==> config.mk <==
export PLATFORM = sky130hd
export DESIGN_NAME = websocket_frame_header_parser_core
export DESIGN_NICKNAME = d
export VERILOG_FILES = /design/src/rtl/wsfp_pkg.sv /design/src/rtl/websocket_frame_header_parser_core.sv
export SDC_FILE = /design/constraint.sdc
export NUM_CORES = 1
export LEC_CHECK = 0
export BUFFER_PORTS_ARGS = -buffer_cell sky130_fd_sc_hd__buf_2
export CORE_MARGIN = 2
export CORE_UTILIZATION = 34
export DETAILED_ROUTE_END_ITERATION = 6
export PLACE_DENSITY = 0.47
export SETUP_SLACK_MARGIN = 0.05
export SLEW_MARGIN = 20
export SYNTH_ARGS = -nofsm -noshare
export SYNTH_HDL_FRONTEND = slang
export SYNTH_SLANG_ARGS = --single-unit
==> constraint.sdc <==
create_clock -name clk -period 12.75 [get_ports clk]
set_input_delay 2.55 -clock clk [delete_from_list [all_inputs] [get_ports clk]]
set_output_delay 2.55 -clock clk [all_outputs]
set_load 0.02 [all_outputs]
==> src/rtl/wsfp_pkg.sv <==
`timescale 1ns / 1ps
package wsfp_pkg;

  localparam int PhaseW = 3;
  localparam int LenW   = 64;
  localparam int KeyW   = 32;

  typedef logic [PhaseW-1:0] phase_t;

  localparam phase_t PH_HDR0  = 3'd0;
  localparam phase_t PH_HDR1  = 3'd1;
  localparam phase_t PH_LEN16 = 3'd2;
  localparam phase_t PH_LEN64 = 3'd3;
  localparam phase_t PH_KEY   = 3'd4;
  localparam phase_t PH_DATA  = 3'd5;

  localparam logic       KIND_HEADER = 1'b0;
  localparam logic       KIND_DATA   = 1'b1;

  localparam logic [6:0] LEN7_EXT16 = 7'd126;
  localparam logic [6:0] LEN7_EXT64 = 7'd127;

  typedef struct packed {
    logic            item_kind;
    logic [7:0]      hdr;
    logic            masked;
    logic [LenW-1:0] length;
    logic [7:0]      data_byte;
    logic            last;
  } res_t;

endpackage

==> src/rtl/websocket_frame_header_parser_core.sv <==
`timescale 1ns / 1ps
// Channel   Direction  Handshake              Payload
// in_       input      in_valid / in_stall    in_byte, in_restart
// out_      output     out_valid / out_stall  header fields, out_data_byte, out_last
// cfg_      input      cfg_wr_en              cfg_wr_data (unmask enable)
//
// One byte is accepted per clock while in_stall is low; its result, if any, is
// registered the next cycle. The parser state update is a single 64-bit shift,
// decrement and compare per byte. A result register plus one skid entry decouple
// the two sides; in_stall is only raised while the skid entry is occupied.
// rst_n is synchronous and returns the parser to the first header byte.
module websocket_frame_header_parser_core (
  input  logic                    clk,
  input  logic                    rst_n,
  input  logic                    in_valid,
  output logic                    in_stall,
  input  logic [7:0]              in_byte,
  input  logic                    in_restart,
  output logic                    out_valid,
  input  logic                    out_stall,
  output logic                    out_item_kind,
  output logic                    out_fin_bit,
  output logic                    out_rsv1_bit,
  output logic                    out_rsv2_bit,
  output logic                    out_rsv3_bit,
  output logic [3:0]              out_opcode,
  output logic                    out_masked,
  output logic [wsfp_pkg::LenW-1:0] out_frame_payload_length,
  output logic [7:0]              out_data_byte,
  output logic                    out_last,
  input  logic                    cfg_wr_en,
  input  logic                    cfg_wr_data
);
  import wsfp_pkg::*;

  phase_t          phase_r, phase_nxt;
  logic [7:0]      hdr_r, hdr_nxt;
  logic [2:0]      cnt_r, cnt_nxt;
  logic [LenW-1:0] len_r, len_nxt;
  logic [KeyW-1:0] key_r, key_nxt;
  logic [LenW-1:0] left_r, left_nxt;
  logic [1:0]      kpos_r, kpos_nxt;
  logic            mflag_r, mflag_nxt;
  logic            unmask_r;

  logic            acc;
  logic            gen;
  logic            out_take;
  logic            out_valid_r, skid_valid_r;
  res_t            out_r, skid_r, res;
  logic            hdr_done;
  logic [2:0]      cnt_inc;
  logic [7:0]      key_byte;
  logic            data_last;

  assign acc      = in_valid && !skid_valid_r;
  assign in_stall = skid_valid_r;
  assign out_take = out_valid_r && !out_stall;

  always_comb begin
    phase_nxt = phase_r;
    hdr_nxt   = hdr_r;
    cnt_nxt   = cnt_r;
    len_nxt   = len_r;
    key_nxt   = key_r;
    left_nxt  = left_r;
    kpos_nxt  = kpos_r;
    mflag_nxt = mflag_r;
    hdr_done  = 1'b0;
    gen       = 1'b0;
    cnt_inc   = cnt_r + 3'd1;
    // Key byte 0 sits in bits 31..24, so the offset is 8 * (3 - position).
    key_byte  = key_r[{~kpos_r, 3'b000} +: 8];
    data_last = (left_r <= LenW'(1));
    res.item_kind = KIND_DATA;
    res.data_byte = in_byte;
    res.last      = data_last;

    if (in_restart) begin
      phase_nxt = PH_HDR0;
      hdr_nxt   = '0;
      cnt_nxt   = '0;
      len_nxt   = '0;
      key_nxt   = '0;
      left_nxt  = '0;
      kpos_nxt  = '0;
      mflag_nxt = 1'b0;
    end else begin
      case (phase_r)
        PH_HDR0: begin
          hdr_nxt   = in_byte;
          mflag_nxt = 1'b0;
          len_nxt   = '0;
          cnt_nxt   = '0;
          phase_nxt = PH_HDR1;
        end
        PH_HDR1: begin
          mflag_nxt = in_byte[7];
          cnt_nxt   = '0;
          len_nxt   = '0;
          if (in_byte[6:0] == LEN7_EXT16) begin
            phase_nxt = PH_LEN16;
          end else if (in_byte[6:0] == LEN7_EXT64) begin
            phase_nxt = PH_LEN64;
          end else begin
            len_nxt = LenW'(in_byte[6:0]);
            if (in_byte[7]) begin
              key_nxt   = '0;
              phase_nxt = PH_KEY;
            end else begin
              hdr_done = 1'b1;
            end
          end
        end
        PH_LEN16, PH_LEN64: begin
          len_nxt = {len_r[LenW-9:0], in_byte};
          cnt_nxt = cnt_inc;
          if ((phase_r == PH_LEN16 && cnt_inc == 3'd2) ||
              (phase_r == PH_LEN64 && cnt_inc == 3'd0)) begin
            cnt_nxt = '0;
            if (mflag_r) begin
              key_nxt   = '0;
              phase_nxt = PH_KEY;
            end else begin
              hdr_done = 1'b1;
            end
          end
        end
        PH_KEY: begin
          key_nxt = {key_r[KeyW-9:0], in_byte};
          cnt_nxt = cnt_inc;
          if (cnt_inc == 3'd4) begin
            hdr_done = 1'b1;
          end
        end
        PH_DATA: begin
          gen = 1'b1;
          if (mflag_r && unmask_r) begin
            res.data_byte = in_byte ^ key_byte;
          end
          kpos_nxt = kpos_r + 2'd1;
          if (left_r != '0) begin
            left_nxt = left_r - LenW'(1);
          end
          if (data_last) begin
            phase_nxt = PH_HDR0;
            left_nxt  = '0;
            kpos_nxt  = '0;
          end
        end
        default: begin
          phase_nxt = PH_HDR0;
          hdr_nxt   = '0;
          cnt_nxt   = '0;
          len_nxt   = '0;
          key_nxt   = '0;
          left_nxt  = '0;
          kpos_nxt  = '0;
          mflag_nxt = 1'b0;
        end
      endcase

      // Header complete: report it and arm the payload countdown.
      if (hdr_done) begin
        gen           = 1'b1;
        res.item_kind = KIND_HEADER;
        res.data_byte = '0;
        res.last      = (len_nxt == '0);
        cnt_nxt       = '0;
        kpos_nxt      = '0;
        left_nxt      = len_nxt;
        phase_nxt     = (len_nxt == '0) ? PH_HDR0 : PH_DATA;
      end
    end

    res.hdr    = hdr_nxt;
    res.masked = mflag_nxt;
    res.length = len_nxt;
  end

  always_ff @(posedge clk) begin
    if (!rst_n) begin
      phase_r      <= PH_HDR0;
      hdr_r        <= '0;
      cnt_r        <= '0;
      len_r        <= '0;
      key_r        <= '0;
      left_r       <= '0;
      kpos_r       <= '0;
      mflag_r      <= 1'b0;
      unmask_r     <= 1'b1;
      out_valid_r  <= 1'b0;
      skid_valid_r <= 1'b0;
    end else begin
      if (cfg_wr_en) begin
        unmask_r <= cfg_wr_data;
      end
      if (acc) begin
        phase_r <= phase_nxt;
        hdr_r   <= hdr_nxt;
        cnt_r   <= cnt_nxt;
        len_r   <= len_nxt;
        key_r   <= key_nxt;
        left_r  <= left_nxt;
        kpos_r  <= kpos_nxt;
        mflag_r <= mflag_nxt;
      end
      if (!out_valid_r || out_take) begin
        if (skid_valid_r) begin
          out_valid_r  <= 1'b1;
          skid_valid_r <= 1'b0;
        end else begin
          out_valid_r <= acc && gen;
        end
      end else if (acc && gen) begin
        skid_valid_r <= 1'b1;
      end
    end
  end

  always_ff @(posedge clk) begin
    if (!out_valid_r || out_take) begin
      if (skid_valid_r) begin
        out_r <= skid_r;
      end else if (acc && gen) begin
        out_r <= res;
      end
    end else if (acc && gen) begin
      skid_r <= res;
    end
  end

  assign out_valid                = out_valid_r;
  assign out_item_kind            = out_r.item_kind;
  assign out_fin_bit              = out_r.hdr[7];
  assign out_rsv1_bit             = out_r.hdr[6];
  assign out_rsv2_bit             = out_r.hdr[5];
  assign out_rsv3_bit             = out_r.hdr[4];
  assign out_opcode               = out_r.hdr[3:0];
  assign out_masked               = out_r.masked;
  assign out_frame_payload_length = out_r.length;
  assign out_data_byte            = out_r.data_byte;
  assign out_last                 = out_r.last;

  a_skid_behind_out: assert property (@(posedge clk) disable iff (!rst_n)
    skid_valid_r |-> out_valid_r)
    else $error("skid entry occupied while result register is empty");

  a_last_byte_returns: assert property (@(posedge clk) disable iff (!rst_n)
    (acc && !in_restart && phase_r == PH_DATA && left_r <= LenW'(1))
      |=> phase_r == PH_HDR0)
    else $error("parser did not return to header after last payload byte");

  a_kpos_idle: assert property (@(posedge clk) disable iff (!rst_n)
    (phase_r != PH_DATA) |-> (kpos_r == 2'd0))
    else $error("key position nonzero outside payload");

  a_empty_hdr_len: assert property (@(posedge clk) disable iff (!rst_n)
    (out_valid_r && out_item_kind == KIND_HEADER && out_last)
      |-> (out_frame_payload_length == '0))
    else $error("header marked last with nonzero length");

  a_phase_legal_count: assert property (@(posedge clk) disable iff (!rst_n)
    (phase_r == PH_KEY) |-> (cnt_r < 3'd4))
    else $error("key byte count out of range");

endmodule

Word-level counts from Yosys, hierarchy flattened --
Cells that the tools add are included.
Storage, ports and cells: input bits 15, memories 0, bits in read-only memories 0, register bits after elaboration 346, bits in latches 0, RAM bits 0, logic and storage cells 144, output and inout bits 85
Operators by class: $lt $le $gt $ge 1, div/mod/pow operators 0, muxes and demuxes 59, bitwise operators 4, reduce and logical (&&, ||, !) cells 30, multiply operators 0, shift operators 1, add/sub/neg operators 3, equal/unequal tests 23
Operator list (count):
- 2-to-1 mux 64 bit | 6
- 2-to-1 mux 32 bit | 6
- one-hot mux 64 bit (3 select lines) | 1
- 2-to-1 mux 83 bit | 2
- one-hot mux 32 bit (4 select lines) | 1
- one-hot mux 64 bit (2 select lines) | 1
- <= comparator 64 x 1 -> 1 bit, second input constant | 1
- zero test 64 bit | 1
- nonzero test 64 bit | 1
- subtractor 64 x 1 -> 64 bit, second input constant | 1
- 2-to-1 mux 3 bit | 12
- indexed part select 32 x 6 -> 8 bit | 1
- 2-to-1 mux 8 bit | 3
- inequality test 3 bit, second input constant | 7
- 2-to-1 mux 9 bit | 2
- one-hot mux 8 bit (2 select lines) | 1
- one-hot mux 3 bit (5 select lines) | 1
- equality test 7 bit, second input constant | 2
- 2-to-1 mux 1 bit | 14
- 2-to-1 mux 7 bit | 2
- inequality test 4 bit, second input constant | 3
- OR reduction 5 bit | 2
- equality test 3 x 2 -> 1 bit, second input constant | 3
- equality test 3 bit, second input constant | 3
- 26 further kinds | 44

Depth between registers and ports, before layout --
depth after elaboration 12, gate-level depth with buffers 11, mapped depth without buffers 9

Least setup slack after synthesis --
OpenSTA, ideal clock, no wires.
kind input to register, start point in in_byte[7], end point reg skid_r[0] (netlist bit), enable pin, data arrival time 9.466 ns, slack 2.636 ns, setup time 0.647 ns, stages 7, buffers on the path 3, data required time 12.103 ns, cell sequence clkbuf_1 nor3_1 o211ai_1 and3_1 clkbuf_1 clkbuf_1 a211oi_1
Between the ends: word-level cells in the longest chain between the ends 9
RTL lines:
- start, declared | line websocket_frame_header_parser_core.sv:17 | input logic [7:0] in_byte,
- 2-to-1 mux 1 bit | line websocket_frame_header_parser_core.sv:107 | if (in_byte[7]) begin
- 2-to-1 mux 1 bit | line websocket_frame_header_parser_core.sv:103 | end else if (in_byte[6:0] == LEN7_EXT64) begin
- 2-to-1 mux 1 bit | line websocket_frame_header_parser_core.sv:101 | if (in_byte[6:0] == LEN7_EXT16) begin
- one-hot mux 1 bit (3 select lines) | line websocket_frame_header_parser_core.sv:89 | case (phase_r)
- 2-to-1 mux 1 bit | line websocket_frame_header_parser_core.sv:79 | if (in_restart) begin
- 2-to-1 mux 1 bit | line websocket_frame_header_parser_core.sv:164 | if (hdr_done) begin
- 2-to-1 mux 1 bit | line websocket_frame_header_parser_core.sv:79
- logical AND 1 bit | line websocket_frame_header_parser_core.sv:228 | end else if (acc && gen) begin
- AND reduction 2 bit (no line)
- end signal, assigned | line websocket_frame_header_parser_core.sv:229 | skid_r <= res;
- end, declared | line websocket_frame_header_parser_core.sv:50 | res_t out_r, skid_r, res;
No other way between the ends. The select of a mux whose other input is x is not followed. A chain may end at the register's enable or synchronous reset.

Worst setup path after layout --
start point in in_valid, end point reg left_r[36]
Between the ends: word-level cells in the longest chain between the ends 2
RTL lines:
- start, declared | line websocket_frame_header_parser_core.sv:15 | input logic in_valid,
- logical AND 1 bit | line websocket_frame_header_parser_core.sv:56 | assign acc = in_valid && !skid_valid_r;
- AND reduction 3 bit (no line)
- end signal, assigned | line websocket_frame_header_parser_core.sv:204 | left_r <= left_nxt;
- end, declared | line websocket_frame_header_parser_core.sv:41 | logic [LenW-1:0] left_r, left_nxt;
No other way between the ends.

==> summary.txt <==
Yosys
  – Synth top area share: 0.3104
  – Post-Synthesis Cells: 1740
  – Netlist cell types: 75
  – Synth Cell Area: ~0.016 mm^2
  – Yosys synthesis warning count: 0
  – Yosys reg bits: roughly 350
  – Post-synth top flop: dfxtp_1
  – Post-synth EDFFs: around 170
  – Yosys top cell by area: edfxtp_1
  – Top cells by area, synth: edfxtp_1 (31%), dfxtp_1 (22%), nand2_1 (7.4%), nor2_1 (5.1%), a21oi_1 (4.6%)
  – Sequential cell area fraction in the yosys report: 0.5349
  – Fraction of registers with async set/reset: 0
  – Syn_area_per_cell: between 9 and 10 um^2
  – Syn nets: 1760

Timing
  – Skew final: 21.18 ps
  – FMAX: 186.8 MHz
  – Final Slew Violations: 0
  – Min Tclk post-route: ~5400 ps
  – Unrepaired setup endpoints after global routing: no
  – Hold Slack: ~460 ps
  – Number of setup violations in the final report: 0
  – Final worst-path cycle share: 0.4199
  – Setup ws final: between 7000 and 8000 ps
  – Fin. Hold Viols: 0
  – Worst Max-Slew Pin Slew: between 1000 and 1500 ps
  – Sum Neg Setup Slack: 0 ps
  – Relative slew slack: 0.2871

Global routing
  – Global-route wire length before repair: 78.23 mm
  – Initial antenna violation count: 1
  – Pin count of the biggest net entering global routing: 90
  – Global Route Usage Sum: 0.2034
  – Number of global-route vias before repair: between 10000 and 15000
  – Global route total overflow: 0

Detailed routing
  – Via count: between 10000 and 15000
  – Drt first pass iters: 6
  – Average wire per standard cell: roughly 21 um
  – Drt drc: 0
  – Final ANT Viol Nets: 0
  – Initial DRC Count: approximately 1100
  – Via density: 5.588
  – Routed wire length: about 51 mm

Run status
  – Status: finished clean

Place
  – DP HPWL: about 34 mm
  – GP Congestion: ~0.87
  – Worst slack at placement: 6800 ps
  – Buffers on Ports: 99
  – Placed cell area: between 0.015 and 0.02 mm^2

Floorplanning
  – Core ar.: ~0.047 mm^2
  – Starting Density: 0.3449
  – Die height: 221.3 um
  – Total Die Area: 0.04898 mm^2
  – Chip width: ~220 um
  – Num ports: 100
  – # rows: slightly below 80

CTS
  – CTS Root Cell: clkbuf_16
  – Num CTS Buffers: 41
  – H-tree levels: 2
  – # Post-CTS Setup Buffers: 0
  – CTS-repair resized insts: 0
  – Post-cts hold buffer count: 0
  – Clk buf depth: 3
  – Latest clock arrival within the worst-skew pair: around 570 ps
  – Clock sink count: 346
  – CTS tree: yes
  – Clk pin slew, worst setup/hold paths: 60 ps

Layout
  – Share of cells above drive strength 1: 0.1225
  – Layout area overhead: 14.29%
  – Final Cell Area: approximately 0.018 mm^2
  – Layout Nets: around 1800
  – Fillers: approximately 4700
  – Layout Utilization: 0.3942

Hold path
  – Hold_sp: len_r[58]$_SDFFE_PN0P_
  – Hold Path Class: flip-flop to flip-flop
  – Min-Delay Endpoint: len_r[58]$_SDFFE_PN0P_
  – Hold path cells: 2

Setup path
  – CP Launch Type: primary input
  – Worst Path Max Fanout: 33
  – Capturing point of the worst reg2reg path: left_r[4]$_SDFFE_PN0P_
  – Critical Path AT: 5830 ps
  – Endpoint class of the critical path: flip-flop
  – R2R setup slack: around 9000 ps
  – WP data required: roughly 13000 ps
  – FF-to-FF Start: phase_r[2]$_SDFFE_PN0P_
  – Critical path type: primary input to flip-flop
  – Reg2reg path depth: 9

Pwr
  – PwrDens: about 130 mW/mm^2
  – Leakage: between 6 and 7 nW
  – Maximum VDD drop: 0.07717 mV

Flow run
  – Max-cap viol count: 0
==> synthesized netlist by cell type, types with 7 or more instances <==
cell and number:
a21oi_1 146, nand3b_1 8, buf_1 20, a31oi_1 16, xor2_1 16, and3_1 19, inv_1 14, a221oi_1 7
nand3_1 25, clkbuf_1 105, or4_1 15, edfxtp_1 166, o211ai_1 10, nor4_1 20, nor2_1 217, or3_1 22
nand4_1 14, dfxtp_1 180, nand2_1 318, o31ai_1 87, nor3_1 55, o221ai_1 9, o22ai_1 11, buf_2 8
o21ai_0 43, mux4_2 8, a22oi_1 77
==> cell families (layout without fill, tap and decap cells) <==
kind of cell             Yosys count  count (layout)  synth area share
multiplexers                      16              16           0.01660
adder cells (fa/ha/maj)            5               5          0.003896
flip-flops                       346             346            0.5349
buffers and inverters            148             212           0.03522
AO/OA/AOI/OAI                    453             453            0.1855
other                              0               1                 0
AND/OR/NAND/NOR                  750             750            0.2120
XOR/XNOR                          22              22           0.01200
==> critical path: stages <==
cell and delay [ps]:
buf_2 130, nor2b_4 140, buf_4 370, nand2_1 340, nor2_1 300, nand3_1 690
nor2_1 660, buf_4 350, a21oi_1 100, o221ai_1 170
==> layout by cell type, fill, tap and decap left out, drive strengths merged, types with 23 or more instances in the layout <==
cell | synthesis | layout
o21ai | 43 | 43
buf | 28 | 121
edfxtp | 166 | 166
clkbuf | 105 | 54
nor4 | 25 | 25
nand2 | 318 | 318
a21oi | 146 | 146
a22oi | 77 | 77
o31ai | 87 | 87
nor2 | 217 | 217
nor3 | 56 | 56
nand3 | 26 | 26
or3 | 23 | 23
dfxtp | 180 | 180
==> how the worst max path moves through the flow <==
stage | from | end | cells after the start
finish | in_valid | left_r[36]$_SDFFE_PN0P_ | 10
global route | in_valid | left_r[19]$_SDFFE_PN0P_ | 10
CTS | in_valid | left_r[36]$_SDFFE_PN0P_ | 10
detailed placement | in_valid | left_r[36]$_SDFFE_PN0P_ | 10
global placement | in_valid | left_r[62]$_SDFFE_PN0P_ | 10
floorplan | in_byte[7] | skid_r[0]$_DFFE_PP_ | 7
==> flip-flops by register name, indices dropped and copies added, names as in the netlist, 4 cells and up <==
signal                    flops
skid_r                       83
len_r                        64
hdr_r                         8
out_data_byte                 8
out_opcode                    4
key_r                        32
out_frame_payload_length     64
left_r                       64
==> metrics by stage <==
stage / total power, W / instances
2_1_floorplan: 0.001290 / 1740
3_3_place_gp: 0.001334 / 2335
3_5_place_dp: 0.001335 / 2335
4_1_cts: 0.002500 / 2411
5_1_grt: 0.002558 / 2411
6_report: 0.002467 / 2412
==> power breakdown <==
group / switching (W) / internal, W / total [W] / leakage (nW)
Combinational: 0.000108 / 0.0000354 / 0.000143 / 2.64
Clock: 0.000476 / 0.000680 / 0.00116 / 0.641
Sequential: 0.00000559 / 0.00116 / 0.00117 / 3.06
Total: 0.000590 / 0.00188 / 0.00247 / 6.34
==> final cells by class <==
class	count	area (um^2)	share of cell area
diodes	1	2.502	0.0001364
clock buffers	54	1117	0.06088
clock inverters	22	190.2	0.01036
inverters	15	58.81	0.003204
multi-input cells	1246	6968	0.3797
flip-flops and latches	346	8592	0.4682
well taps	607	759.5	0.04139
repair buffers	121	663.1	0.03614
==> metal layers <==
| layer | track usage | part of all wire |
|---|---|---|
| met1 | 0.2851 | 0.46 |
| met4 | 0.07209 | 0.028 |
| met3 | 0.03094 | 0.054 |
| met5 | 0 | 0 |
| met2 | 0.3184 | 0.45 |
No activity file was read; power rests on OpenSTA's default activity.
